$ cat src/sv/alarm_system_controller_defines.svh
// ----------------------------------------------------------------------------
// Alarm system controller assertion macros
// Same-cycle and next-cycle implication checks, compiled out under SYNTH.
// ----------------------------------------------------------------------------
`ifndef ALARM_SYSTEM_CONTROLLER_DEFINES_SVH
`define ALARM_SYSTEM_CONTROLLER_DEFINES_SVH

`ifndef SYNTH
// Check that pre implies post in the same cycle
`define ASC_ASSERT_NOW(lbl, pre, post) \
    lbl: assert property (@(posedge i_clk) disable iff (!i_rst_n) (pre) |-> (post)) \
        else $error("alarm controller check failed");
// Check that pre implies post in the next cycle
`define ASC_ASSERT_NEXT(lbl, pre, post) \
    lbl: assert property (@(posedge i_clk) disable iff (!i_rst_n) (pre) |=> (post)) \
        else $error("alarm controller check failed");
`else
`define ASC_ASSERT_NOW(lbl, pre, post)
`define ASC_ASSERT_NEXT(lbl, pre, post)
`endif

`endif

$ cat src/sv/alarm_pkg.sv
// ----------------------------------------------------------------------------
// Alarm controller package
// Mode codes, sound phases, lamp bits and register indexes.
// ----------------------------------------------------------------------------
`default_nettype none

package alarm_pkg;

    // Operating mode, also the value shown on the mode output
    typedef enum logic [2:0] {
        MODE_OFF       = 3'd0,
        MODE_ARMING    = 3'd1,
        MODE_ARMED     = 3'd2,
        MODE_TRIGGERED = 3'd3,
        MODE_SOUNDING  = 3'd4
    } t_mode;

    // Phase within sounding
    typedef enum logic [1:0] {
        PH_ON   = 2'd0,
        PH_OFF  = 2'd1,
        PH_DONE = 2'd2
    } t_phase;

    // Configuration register indexes
    typedef enum logic [1:0] {
        CFG_ARM_DELAY   = 2'd0,
        CFG_ALARM_DELAY = 2'd1,
        CFG_SOUND_ON    = 2'd2,
        CFG_SOUND_OFF   = 2'd3
    } t_cfg_index;

    // Lamp vector bits: led one, led two, buzzer
    localparam logic [2:0] LAMP_ONE  = 3'b001;
    localparam logic [2:0] LAMP_TWO  = 3'b010;
    localparam logic [2:0] LAMP_BUZZ = 3'b100;
    localparam logic [2:0] LAMP_NONE = 3'b000;

    // Register reset values
    localparam logic [7:0] ARM_DELAY_RST   = 8'd10;
    localparam logic [7:0] ALARM_DELAY_RST = 8'd10;
    localparam logic [7:0] SOUND_ON_RST    = 8'd2;
    localparam logic [7:0] SOUND_OFF_RST   = 8'd2;

    localparam logic [7:0] SECONDS_MAX = 8'hFF;

endpackage

`default_nettype wire

$ cat src/sv/alarm_system_controller.sv
// ----------------------------------------------------------------------------
// Alarm system controller
// Five-mode intrusion alarm driven by pin samples and tick pulses.
// ----------------------------------------------------------------------------
// Usage:
//   Input channel (i_in_valid / o_in_ready) carries one sample: button level
//   (0 pressed), sensor level, one-second and half-second tick pulses.
//   Output channel (o_out_valid / i_out_ready) returns one result per sample:
//   lamp and buzzer levels, mode code and a one-result notify pulse.
//   The result register loads at the edge that takes the sample. Throughput
//   is one sample per cycle while the receiver keeps up; the mode update is a
//   single short next-state step from the state registers.
//   A new sample is taken while a result is still waiting, as long as that
//   result is taken in the same cycle; if the receiver stalls, the result
//   holds and o_in_ready drops until it is taken.
//   Configuration writes (i_cfg_we, i_cfg_index, i_cfg_data) are registered;
//   they are to be made while the block is idle, which it does not enforce.
//   Synchronous reset: mode off with entry actions pending, button released,
//   delays 10/10 and sound phases 2/2 seconds, no result pending.
// ----------------------------------------------------------------------------
`default_nettype none

`include "alarm_system_controller_defines.svh"

module alarm_system_controller (
    input  wire logic       i_clk,
    input  wire logic       i_rst_n,
    // configuration write port
    input  wire logic       i_cfg_we,
    input  wire logic [1:0] i_cfg_index,
    input  wire logic [7:0] i_cfg_data,
    // sample channel
    input  wire logic       i_in_valid,
    output logic            o_in_ready,
    input  wire logic       i_button_level,
    input  wire logic       i_sensor_level,
    input  wire logic       i_second_pulse,
    input  wire logic       i_half_second_pulse,
    // result channel
    output logic            o_out_valid,
    input  wire logic       i_out_ready,
    output logic            o_led_one,
    output logic            o_led_two,
    output logic            o_buzzer_on,
    output logic [2:0]      o_mode_code,
    output logic            o_notify_pulse
);

    // configuration registers
    logic [7:0] r_arm_delay;
    logic [7:0] r_alarm_delay;
    logic [7:0] r_sound_on;
    logic [7:0] r_sound_off;

    // machine state
    alarm_pkg::t_mode  r_mode,    n_mode;
    alarm_pkg::t_phase r_phase,   n_phase;
    logic              r_entry,   n_entry;
    logic              r_prior_button;
    logic [7:0]        r_elapsed, n_elapsed;
    logic              r_blink,   n_blink;
    logic [2:0]        r_lamps,   n_lamps;
    logic              n_notify;

    // result register
    logic       r_out_valid;
    logic [2:0] r_out_lamps;
    logic [2:0] r_out_mode;
    logic       r_out_notify;

    logic in_accept;
    logic press;

    assign o_in_ready = !r_out_valid || i_out_ready;
    assign in_accept  = i_in_valid && o_in_ready;
    assign press      = r_prior_button && !i_button_level;

    // Write configuration registers
    always_ff @(posedge i_clk) begin
        if (!i_rst_n) begin
            r_arm_delay   <= alarm_pkg::ARM_DELAY_RST;
            r_alarm_delay <= alarm_pkg::ALARM_DELAY_RST;
            r_sound_on    <= alarm_pkg::SOUND_ON_RST;
            r_sound_off   <= alarm_pkg::SOUND_OFF_RST;
        end else if (i_cfg_we) begin
            case (alarm_pkg::t_cfg_index'(i_cfg_index))
                alarm_pkg::CFG_ARM_DELAY:   r_arm_delay   <= i_cfg_data;
                alarm_pkg::CFG_ALARM_DELAY: r_alarm_delay <= i_cfg_data;
                alarm_pkg::CFG_SOUND_ON:    r_sound_on    <= i_cfg_data;
                alarm_pkg::CFG_SOUND_OFF:   r_sound_off   <= i_cfg_data;
                default: ;
            endcase
        end
    end

    // Compute next state and result for the current sample
    always_comb begin
        n_mode    = r_mode;
        n_phase   = r_phase;
        n_entry   = 1'b0;
        n_elapsed = r_elapsed;
        n_blink   = r_blink;
        n_lamps   = r_lamps;
        n_notify  = 1'b0;

        // entry actions, or advance the seconds count
        if (r_entry) begin
            n_elapsed = '0;
            case (r_mode)
                alarm_pkg::MODE_ARMING:    n_lamps = r_lamps & ~alarm_pkg::LAMP_ONE;
                alarm_pkg::MODE_ARMED:
                    n_lamps = (r_lamps & alarm_pkg::LAMP_BUZZ) | alarm_pkg::LAMP_TWO;
                alarm_pkg::MODE_TRIGGERED: begin
                    n_lamps = alarm_pkg::LAMP_ONE | alarm_pkg::LAMP_TWO;
                    n_blink = 1'b1;
                end
                alarm_pkg::MODE_SOUNDING: begin
                    n_lamps = alarm_pkg::LAMP_ONE | alarm_pkg::LAMP_TWO
                            | alarm_pkg::LAMP_BUZZ;
                    n_phase = alarm_pkg::PH_ON;
                end
                default:                   n_lamps = alarm_pkg::LAMP_ONE;
            endcase
        end else if (i_second_pulse && r_elapsed != alarm_pkg::SECONDS_MAX) begin
            n_elapsed = r_elapsed + 8'd1;
        end

        // mode tick actions and delay moves
        case (r_mode)
            alarm_pkg::MODE_ARMING: begin
                if (!r_entry && i_half_second_pulse) begin
                    n_lamps = n_lamps ^ alarm_pkg::LAMP_ONE;
                end
                if (n_elapsed >= r_arm_delay) begin
                    n_mode  = alarm_pkg::MODE_ARMED;
                    n_entry = 1'b1;
                end
            end
            alarm_pkg::MODE_ARMED: begin
                if (i_sensor_level) begin
                    n_mode  = alarm_pkg::MODE_TRIGGERED;
                    n_entry = 1'b1;
                end
            end
            alarm_pkg::MODE_TRIGGERED: begin
                if (!r_entry && i_second_pulse) begin
                    n_blink = !r_blink;
                    n_lamps = n_blink ? (alarm_pkg::LAMP_ONE | alarm_pkg::LAMP_TWO)
                                      : alarm_pkg::LAMP_NONE;
                end
                if (n_elapsed >= r_alarm_delay) begin
                    n_mode  = alarm_pkg::MODE_SOUNDING;
                    n_entry = 1'b1;
                end
            end
            alarm_pkg::MODE_SOUNDING: begin
                case (n_phase)
                    alarm_pkg::PH_ON: begin
                        if (n_elapsed >= r_sound_on) begin
                            n_lamps   = alarm_pkg::LAMP_NONE;
                            n_elapsed = '0;
                            n_phase   = alarm_pkg::PH_OFF;
                        end
                    end
                    alarm_pkg::PH_OFF: begin
                        if (n_elapsed >= r_sound_off) begin
                            n_notify = 1'b1;
                            n_phase  = alarm_pkg::PH_DONE;
                        end
                    end
                    default: ;
                endcase
            end
            default: begin
                if (press) begin
                    n_mode  = alarm_pkg::MODE_ARMING;
                    n_entry = 1'b1;
                end
            end
        endcase

        // a press disarms from armed, triggered or sounding
        if (press && (r_mode == alarm_pkg::MODE_ARMED
                   || r_mode == alarm_pkg::MODE_TRIGGERED
                   || r_mode == alarm_pkg::MODE_SOUNDING)) begin
            n_mode  = alarm_pkg::MODE_OFF;
            n_entry = 1'b1;
        end
    end

    // Advance machine state on each accepted request
    always_ff @(posedge i_clk) begin
        if (!i_rst_n) begin
            r_mode         <= alarm_pkg::MODE_OFF;
            r_phase        <= alarm_pkg::PH_ON;
            r_entry        <= 1'b1;
            r_prior_button <= 1'b1;
            r_elapsed      <= '0;
            r_blink        <= 1'b1;
            r_lamps        <= alarm_pkg::LAMP_NONE;
        end else if (in_accept) begin
            r_mode         <= n_mode;
            r_phase        <= n_phase;
            r_entry        <= n_entry;
            r_prior_button <= i_button_level;
            r_elapsed      <= n_elapsed;
            r_blink        <= n_blink;
            r_lamps        <= n_lamps;
        end
    end

    // Hold the result until the receiver takes it
    always_ff @(posedge i_clk) begin
        if (!i_rst_n) begin
            r_out_valid <= 1'b0;
        end else if (in_accept) begin
            r_out_valid <= 1'b1;
        end else if (i_out_ready) begin
            r_out_valid <= 1'b0;
        end
    end

    always_ff @(posedge i_clk) begin
        if (in_accept) begin
            r_out_lamps  <= n_lamps;
            r_out_mode   <= n_mode;
            r_out_notify <= n_notify;
        end
    end

    assign o_out_valid    = r_out_valid;
    assign o_led_one      = r_out_lamps[0];
    assign o_led_two      = r_out_lamps[1];
    assign o_buzzer_on    = r_out_lamps[2];
    assign o_mode_code    = r_out_mode;
    assign o_notify_pulse = r_out_notify;

    // notify only ever leaves sounding in its done phase
    `ASC_ASSERT_NEXT(a_notify_done, in_accept && n_notify, r_phase == alarm_pkg::PH_DONE)
    // entry actions run exactly once per mode change
    `ASC_ASSERT_NEXT(a_entry_once, in_accept && r_entry,
                     !r_entry || r_mode != $past(r_mode))
    // buzzer sounds only in sounding, or on the step that disarms it
    `ASC_ASSERT_NOW(a_buzz_mode, r_lamps[2],
                    r_mode == alarm_pkg::MODE_SOUNDING || r_mode == alarm_pkg::MODE_OFF)

endmodule

`default_nettype wire

$ cat config.mk
export PLATFORM = sky130hd
export DESIGN_NAME = alarm_system_controller
export DESIGN_NICKNAME = d
export VERILOG_FILES = /design/src/sv/alarm_pkg.sv /design/src/sv/alarm_system_controller.sv
export VERILOG_INCLUDE_DIRS = /design/src /design/src/sv
export SDC_FILE = /design/constraint.sdc
export NUM_CORES = 1
export LEC_CHECK = 0
export ABC_AREA = 1
export BUFFER_PORTS_ARGS = -buffer_cell sky130_fd_sc_hd__buf_4
export CORE_MARGIN = 1
export CORE_UTILIZATION = 54
export DETAILED_ROUTE_END_ITERATION = 8
export PLACE_DENSITY_LB_ADDON = 0.05
export SLEW_MARGIN = 20
export SYNTH_ARGS = -nofsm -noshare
export SYNTH_HDL_FRONTEND = slang
export SYNTH_SLANG_ARGS = --single-unit
$ cat constraint.sdc
create_clock -name i_clk -period 2.6 [get_ports i_clk]
set_input_delay 0.39 -clock i_clk [delete_from_list [all_inputs] [get_ports i_clk]]
set_output_delay 0.39 -clock i_clk [all_outputs]
set_load 0.01 [all_outputs]
==> run summary, run 1 <==
outcome = complete, but fails checks
failing checks = negative setup slack
Die X-Extent = 82.8 um
relative slew slack = 48.4%
synthesized netlist cell count = 481
Die Y = 82.8 um
Area contributors post-synth = dfxtp_1 30%, ha_1 12%, nand2_1 11%, a21oi_1 7.2%, inv_1 6.8%
largest net degree at the start of global routing = 38
Placed Cells = 590
element type at the critical path end = flip-flop
Leak = 2.11 nW
hpwl dp = 6160 um
wire per inst = 14.8 um
first-pass GRT wire length = 14600 um
Top FF cell, synth = dfxtp_1
Power Dens Cells = 510 nW/um2
RSZ-0062 raised after global routing = true
starting density of the core = 55.9%
CTS H-Tree Depth = 3
die area = 6860 um2
synth-to-layout area growth = 30.4%
Post-synth EDFFs = 7
unique cell type count in the Yosys netlist = 36
Skew-Pair Late Insertion Delay = 0.35 ns
diodes inserted = 0
CTS Hold Bufs = 0
CTS root buf = clkbuf_8
CP startpoint kind = flip-flop
drt pass-1 iters = 4
PortBufs = 27
Core Box Area = 6310 um2
Switching Fraction = 29.3%
min cycle time layout = 2.64 ns
#FFs+latches synth = 59
Worst Path Max Fanout = 8
Peak Freq = 0.378 GHz
Async SR Flop Fraction = 0%
DR vias = 3393
clock-pin transition on the worst setup and hold timing paths = 0.08 ns
commonest cells in the netlist = 103 x nand2_1, 64 x inv_1, 52 x dfxtp_1
worst setup margin = -0.0443 ns
critical path class = flip-flop to flip-flop
slew at the pin with the worst max-slew slack = 0.774 ns
setup violators final = 8
top-area cell type share of the netlist area = 29.5%
CTS tree = yes
fin. max-slew vios = 0
Final Hold Vio Count = 0
Flop pwr share = 43.0%
DRC = 0
total power draw = 2.35 mW
total routed wirelength = 9210 um
Arr. time, crit path = 2.91 ns
maxcap violations = 0
deepest clock path buffer count = 2
row count = 29
# fillers = 511
Total Routing Usage GR = 26.3%
number of global-route vias before repair = 3189
share of cells above drive strength 1 = 31.0%
R2R setup slack = -0.04 ns
VDD IR-drop max = 0.377 mV
synth warn = 0
post-synth top area cell = dfxtp_1
Pint = 1.66 mW
overflow left after global routing = 0
initial DRC count = 142
vias per cell = 5.45
final setup skew = 0.0119 ns
Cell Count, Final, Fillers Out = 622
initial antenna violation count = 0
Tcrit/Tclk final = 102%
combinational share of power = 18.0%
GP Congestion = 0.872
register area share after synthesis = 35.5%
Clk pwr share = 39.0%
I/O pin cnt = 28
HP Class = input pin to flip-flop
final net count = 592
Detail Route Antenna Nets = 0
Mean Syn Cell Area = 7.34 um2
worst path required time = 2.87 ns
clock sink total = 59
clock buffer count from CTS = 9
cell with the most instances after synthesis = nand2_1
switching power = 0.687 mW
Mapped Nets = 533
netlist area before placement = 3530 um2
## cells in the final DEF (no fill, tap or decap), types with 2 or more instances in the layout
master,instances
nand2_1,88
inv_1,64
buf_4,51
dfxtp_1,48
a21oi_1,38
o21ai_0,34
nor2_1,26
ha_1,23
nand2_2,20
a21oi_2,16
nand3_1,16
ha_4,10
clkbuf_8,10
buf_6,9
nand4_1,8
edfxtp_1,7
inv_2,6
nor2_2,6
o211ai_1,6
nand3_2,5
o21ai_1,5
nand2_4,5
o21ai_2,5
a21oi_4,4
dfxtp_2,4
nor2_4,3
o21a_1,2
nand3_4,2
inv_6,2
nor3_4,2
nor3_1,2
xnor2_1,2
nor3_2,2
clkinv_2,2
## registers in the layout, summed over array words and instances (netlist names), 2 cells and up
signal	cells
o_mode_code	3
r_alarm_delay	8
r_arm_delay	8
r_elapsed	8
r_lamps	3
r_mode	3
r_out_lamps	3
r_phase	2
r_sound_off	8
r_sound_on	8
## routing by layer
| metal | global-route usage [%] | vias up | part of all wire (%) |
|---|---|---|---|
| met5 | 0 | - | 0 |
| met4 | 10.2 | 0 | 1.6 |
| met3 | 4.47 | 13 | 3.9 |
| met2 | 42.3 | 86 | 48 |
| met1 | 35.3 | 1594 | 46 |
| li1 | - | 1700 | - |
## power groups by stage
| stage | registers [mW] | logic, mW | clock network, mW |
|---|---|---|---|
| after global placement | 1.03 | 0.373 | 0 |
| after CTS | 1.01 | 0.386 | 0.908 |
| after detailed placement | 1.03 | 0.380 | 0 |
| after global routing | 1.01 | 0.475 | 0.962 |
| final | 1.01 | 0.422 | 0.916 |
| after floorplan | 1.03 | 0.253 | 0 |
## metrics by stage
step | setup TNS, ns | instance area, um2 | utilization, % | worst slack (ns) | hold slack [ns]
after floorplan | 0 | 3530 | - | 0.155 | 0.435
after global placement | -0.917 | 3910 | 61.9 | -0.141 | 0.449
after detailed placement | -1.24 | 3910 | 61.9 | -0.185 | 0.453
after CTS | -0.00652 | 4230 | 67.0 | -0.00652 | 0.271
after global routing | -2.27 | 4600 | 72.9 | -0.152 | 0.290
final | -0.273 | 4600 | 72.9 | -0.0443 | 0.269
## worst max-delay path, stage by stage, from the launching register on
cell	delay, ns
dfxtp_2	0.37
ha_4	0.14
nand3_2	0.08
inv_2	0.08
nand2_2	0.06
nand2_4	0.11
buf_6	0.12
nand2_2	0.06
a21oi_4	0.27
buf_6	0.15
ha_4	0.19
a21oi_2	0.14
nor2_1	0.07
nor2_2	0.14
nand2_2	0.09
nand3_2	0.08
nand2_2	0.07
clkinv_4	0.15
nand2_2	0.07
a21oi_2	0.12
## what timing repair did
action                                 4_1_cts  5_1_grt
pin swaps                                    8       34
endpoints found under the hold margin        0        0
resized for setup                           16       62
buffers inserted                             6       12
setup endpoints to repair                   15       24
## cell families (layout without fill, tap and decap cells)
| group | count (synthesis) | in the layout | share of synthesized area [%] |
|---|---|---|---|
| AND/OR/NAND/NOR | 186 | 186 | 24.0 |
| AO/OA/AOI/OAI | 114 | 114 | 18.5 |
| buffers and inverters | 86 | 150 | 9.50 |
| flip-flops | 59 | 59 | 35.5 |
| adder cells (fa/ha/maj) | 33 | 33 | 11.7 |
| XOR/XNOR | 3 | 3 | 0.745 |
## worst paths after layout
kind	end	from	depth (start not counted)
worst max-delay path	r_elapsed[5]$_SDFFE_PN0P_	r_elapsed[0]$_SDFFE_PN0P_	19
worst min register to register	r_sound_off[2]$_SDFFE_PN0P_	r_sound_off[2]$_SDFFE_PN0P_	2
worst max register to register	r_elapsed[5]$_SDFFE_PN0P_	r_elapsed[0]$_SDFFE_PN0P_	19
worst min-delay path	r_prior_button$_SDFFE_PN1P_	i_button_level	3
## layout make-up
cell class              instances  area (um2)  share of cell area, %
clock buffers                  12         166                   3.62
clock inverters                 4        47.5                   1.03
inverters                      74         295                   6.42
multi-input cells             336        2260                   49.0
flip-flops and latches         59        1260                   27.3
well taps                      77        96.3                   2.09
repair buffers                 60         484                   10.5
Power figures use the tool's default switching activity.
==> inputs of run 2 (changes only) <==
--- a/config.mk
+++ b/config.mk
@@ -11,7 +11,9 @@
 export CORE_MARGIN = 1
 export CORE_UTILIZATION = 54
 export DETAILED_ROUTE_END_ITERATION = 8
+export HOLD_SLACK_MARGIN = 0.03
 export PLACE_DENSITY_LB_ADDON = 0.05
+export REMOVE_ABC_BUFFERS = 1
 export SLEW_MARGIN = 20
 export SYNTH_ARGS = -nofsm -noshare
 export SYNTH_HDL_FRONTEND = slang
==> run summary, run 2 (synthesis gave the netlist of run 1 again) <==
maxcap violations = 0
setup violators final = 10
combinational share of power = 18.9%
DR vias = 3388
Crit Reg-Reg Startpoint = r_elapsed[1]$_SDFFE_PN0P_
hold depth = 3
CP startpoint kind = flip-flop
Arr. time, crit path = 2.86 ns
Core Box Area = 6310 um2
RSZ-0062 raised after global routing = true
Placed Cells = 588
initial antenna violation count = 0
failing checks = negative setup slack
largest net degree at the start of global routing = 38
min-delay src = i_cfg_data[3]
CTS tree = yes
Skew-Pair Late Insertion Delay = 0.35 ns
worst path required time = 2.79 ns
outcome = complete, but fails checks
VDD IR-drop max = 0.366 mV
relative slew slack = 53.4%
clock-pin transition on the worst setup and hold timing paths = 0.07 ns
Tcrit/Tclk final = 103%
PortBufs = 27
Leak = 2.09 nW
Die X-Extent = 82.8 um
overflow left after global routing = 0
first-pass GRT wire length = 14100 um
Power Dens Cells = 504 nW/um2
initial DRC count = 210
number of global-route vias before repair = 3107
Peak Freq = 0.374 GHz
starting density of the core = 55.9%
CTS H-Tree Depth = 3
GP Congestion = 0.867
share of cells above drive strength 1 = 31.5%
die area = 6860 um2
fin util = 71.8%
critical path class = flip-flop to flip-flop
total routed wirelength = 9230 um
slew at the pin with the worst max-slew slack = 0.698 ns
min cycle time layout = 2.67 ns
clock buffer count from CTS = 9
vias per cell = 5.47
synth-to-layout area growth = 28.5%
deepest clock path buffer count = 2
final setup skew = 0.0129 ns
final net count = 589
Worst R2R Path Depth = 22
Final Hold Vio Count = 0
Worst Path Max Fanout = 8
DRC = 0
drt pass-1 iters = 5
I/O pin cnt = 28
commonest non-fill, non-tap cell in the layout = nand2_1
wire per inst = 14.9 um
worst setup margin = -0.0713 ns
R2R setup slack = -0.07 ns
worst hold margin = 0.288 ns
Switching Fraction = 29.8%
Total Routing Usage GR = 25.7%
element type at the critical path end = flip-flop
clock sink total = 59
Flop pwr share = 44.1%
row count = 29
diodes inserted = 0
Clk pwr share = 36.9%
Pint = 1.60 mW
CTS Hold Bufs = 0
RR Endpoint = r_elapsed[6]$_SDFFE_PN0P_
fin. max-slew vios = 0
switching power = 0.681 mW
CTS root buf = clkbuf_8
Detail Route Antenna Nets = 0
hpwl dp = 6190 um
Die Y = 82.8 um
Cell Count, Final, Fillers Out = 619
WHS Endpoint = r_arm_delay[3]$_SDFFE_PN1P_
HP Class = input pin to flip-flop
total negative setup slack = -0.506 ns
most frequent cells in the layout = 83 x nand2_1, 62 x inv_1, 52 x buf_4
-- run 2: layout make-up --
class,instances,area (um2)
tap,77,96.3
sequential,59,1260
clock buffer,11,141
fill,504,1780
timing repair buffer,56,435
multi-input combinational,336,2240
inverter,74,298
clock inverter,5,52.6
timing repair inverter,1,8.76
-- run 2: worst max-delay path by stage --
stage | startpoint | end | cells after the start
after floorplan | r_elapsed[0]$_SDFFE_PN0P_ | o_mode_code[1]$_DFFE_PP_ | 17
after global placement | r_elapsed[0]$_SDFFE_PN0P_ | r_elapsed[0]$_SDFFE_PN0P_ | 20
after detailed placement | r_elapsed[0]$_SDFFE_PN0P_ | r_elapsed[2]$_SDFFE_PN0P_ | 20
after CTS | r_elapsed[0]$_SDFFE_PN0P_ | o_mode_code[1]$_DFFE_PP_ | 19
after global routing | r_elapsed[1]$_SDFFE_PN0P_ | r_elapsed[1]$_SDFFE_PN0P_ | 22
final | r_elapsed[1]$_SDFFE_PN0P_ | r_elapsed[6]$_SDFFE_PN0P_ | 22
-- run 2: timing repair --
action                     4_1_cts  5_1_grt
setup endpoints to repair       12       24
pin swaps                        0       32
resized for setup                5       78
setup buffers                    0       14
cloned                           0        1
-- run 2: through the flow --
step	setup WS (ns)	power [mW]	instance area, um2
floorplan	0.155	1.27	3480
global placement	0.00423	1.39	3890
detailed placement	-0.0400	1.40	3890
CTS	0.00350	2.24	4100
global route	-0.181	2.38	4530
finish	-0.0713	2.28	4530
-- run 2: worst max-delay path: stages (launching register included) --
cell and delay, ns:
dfxtp_2 0.37, ha_4 0.15, nand3_2 0.09, inv_2 0.09, nand2_4 0.07, nand2_8 0.12, inv_6 0.06, nand2_1 0.07
nand2_1 0.06, nor2_2 0.16, inv_2 0.08, ha_1 0.27, nand2_1 0.04, nand3_1 0.07, nand2_1 0.05, nand2_1 0.08
nand2_1 0.09, nand2_2 0.13, nand3_2 0.11, nand2_2 0.10, clkinv_4 0.10, nand2_1 0.08, a21oi_1 0.06
-- run 2: power by group through the flow --
stage | Clock (mW) | Combinational (mW) | Sequential [mW]
after global placement | 0 | 0.366 | 1.03
after detailed placement | 0 | 0.374 | 1.03
after CTS | 0.850 | 0.379 | 1.01
after global routing | 0.887 | 0.480 | 1.01
after floorplan | 0 | 0.238 | 1.03
final | 0.843 | 0.432 | 1.01
-- run 2: routing by layer --
| layer | up-vias | part of all wire, % | GRT usage, % | wire length (um) |
|---|---|---|---|---|
| met1 | 1582 | 46 | 34.6 | 4230 |
| met4 | 0 | 1.7 | 12.4 | 161 |
| li1 | 1696 | - | - | - |
| met5 | - | 0 | 0 | 0 |
| met2 | 96 | 48 | 40.0 | 4450 |
| met3 | 14 | 4.2 | 4.27 | 391 |
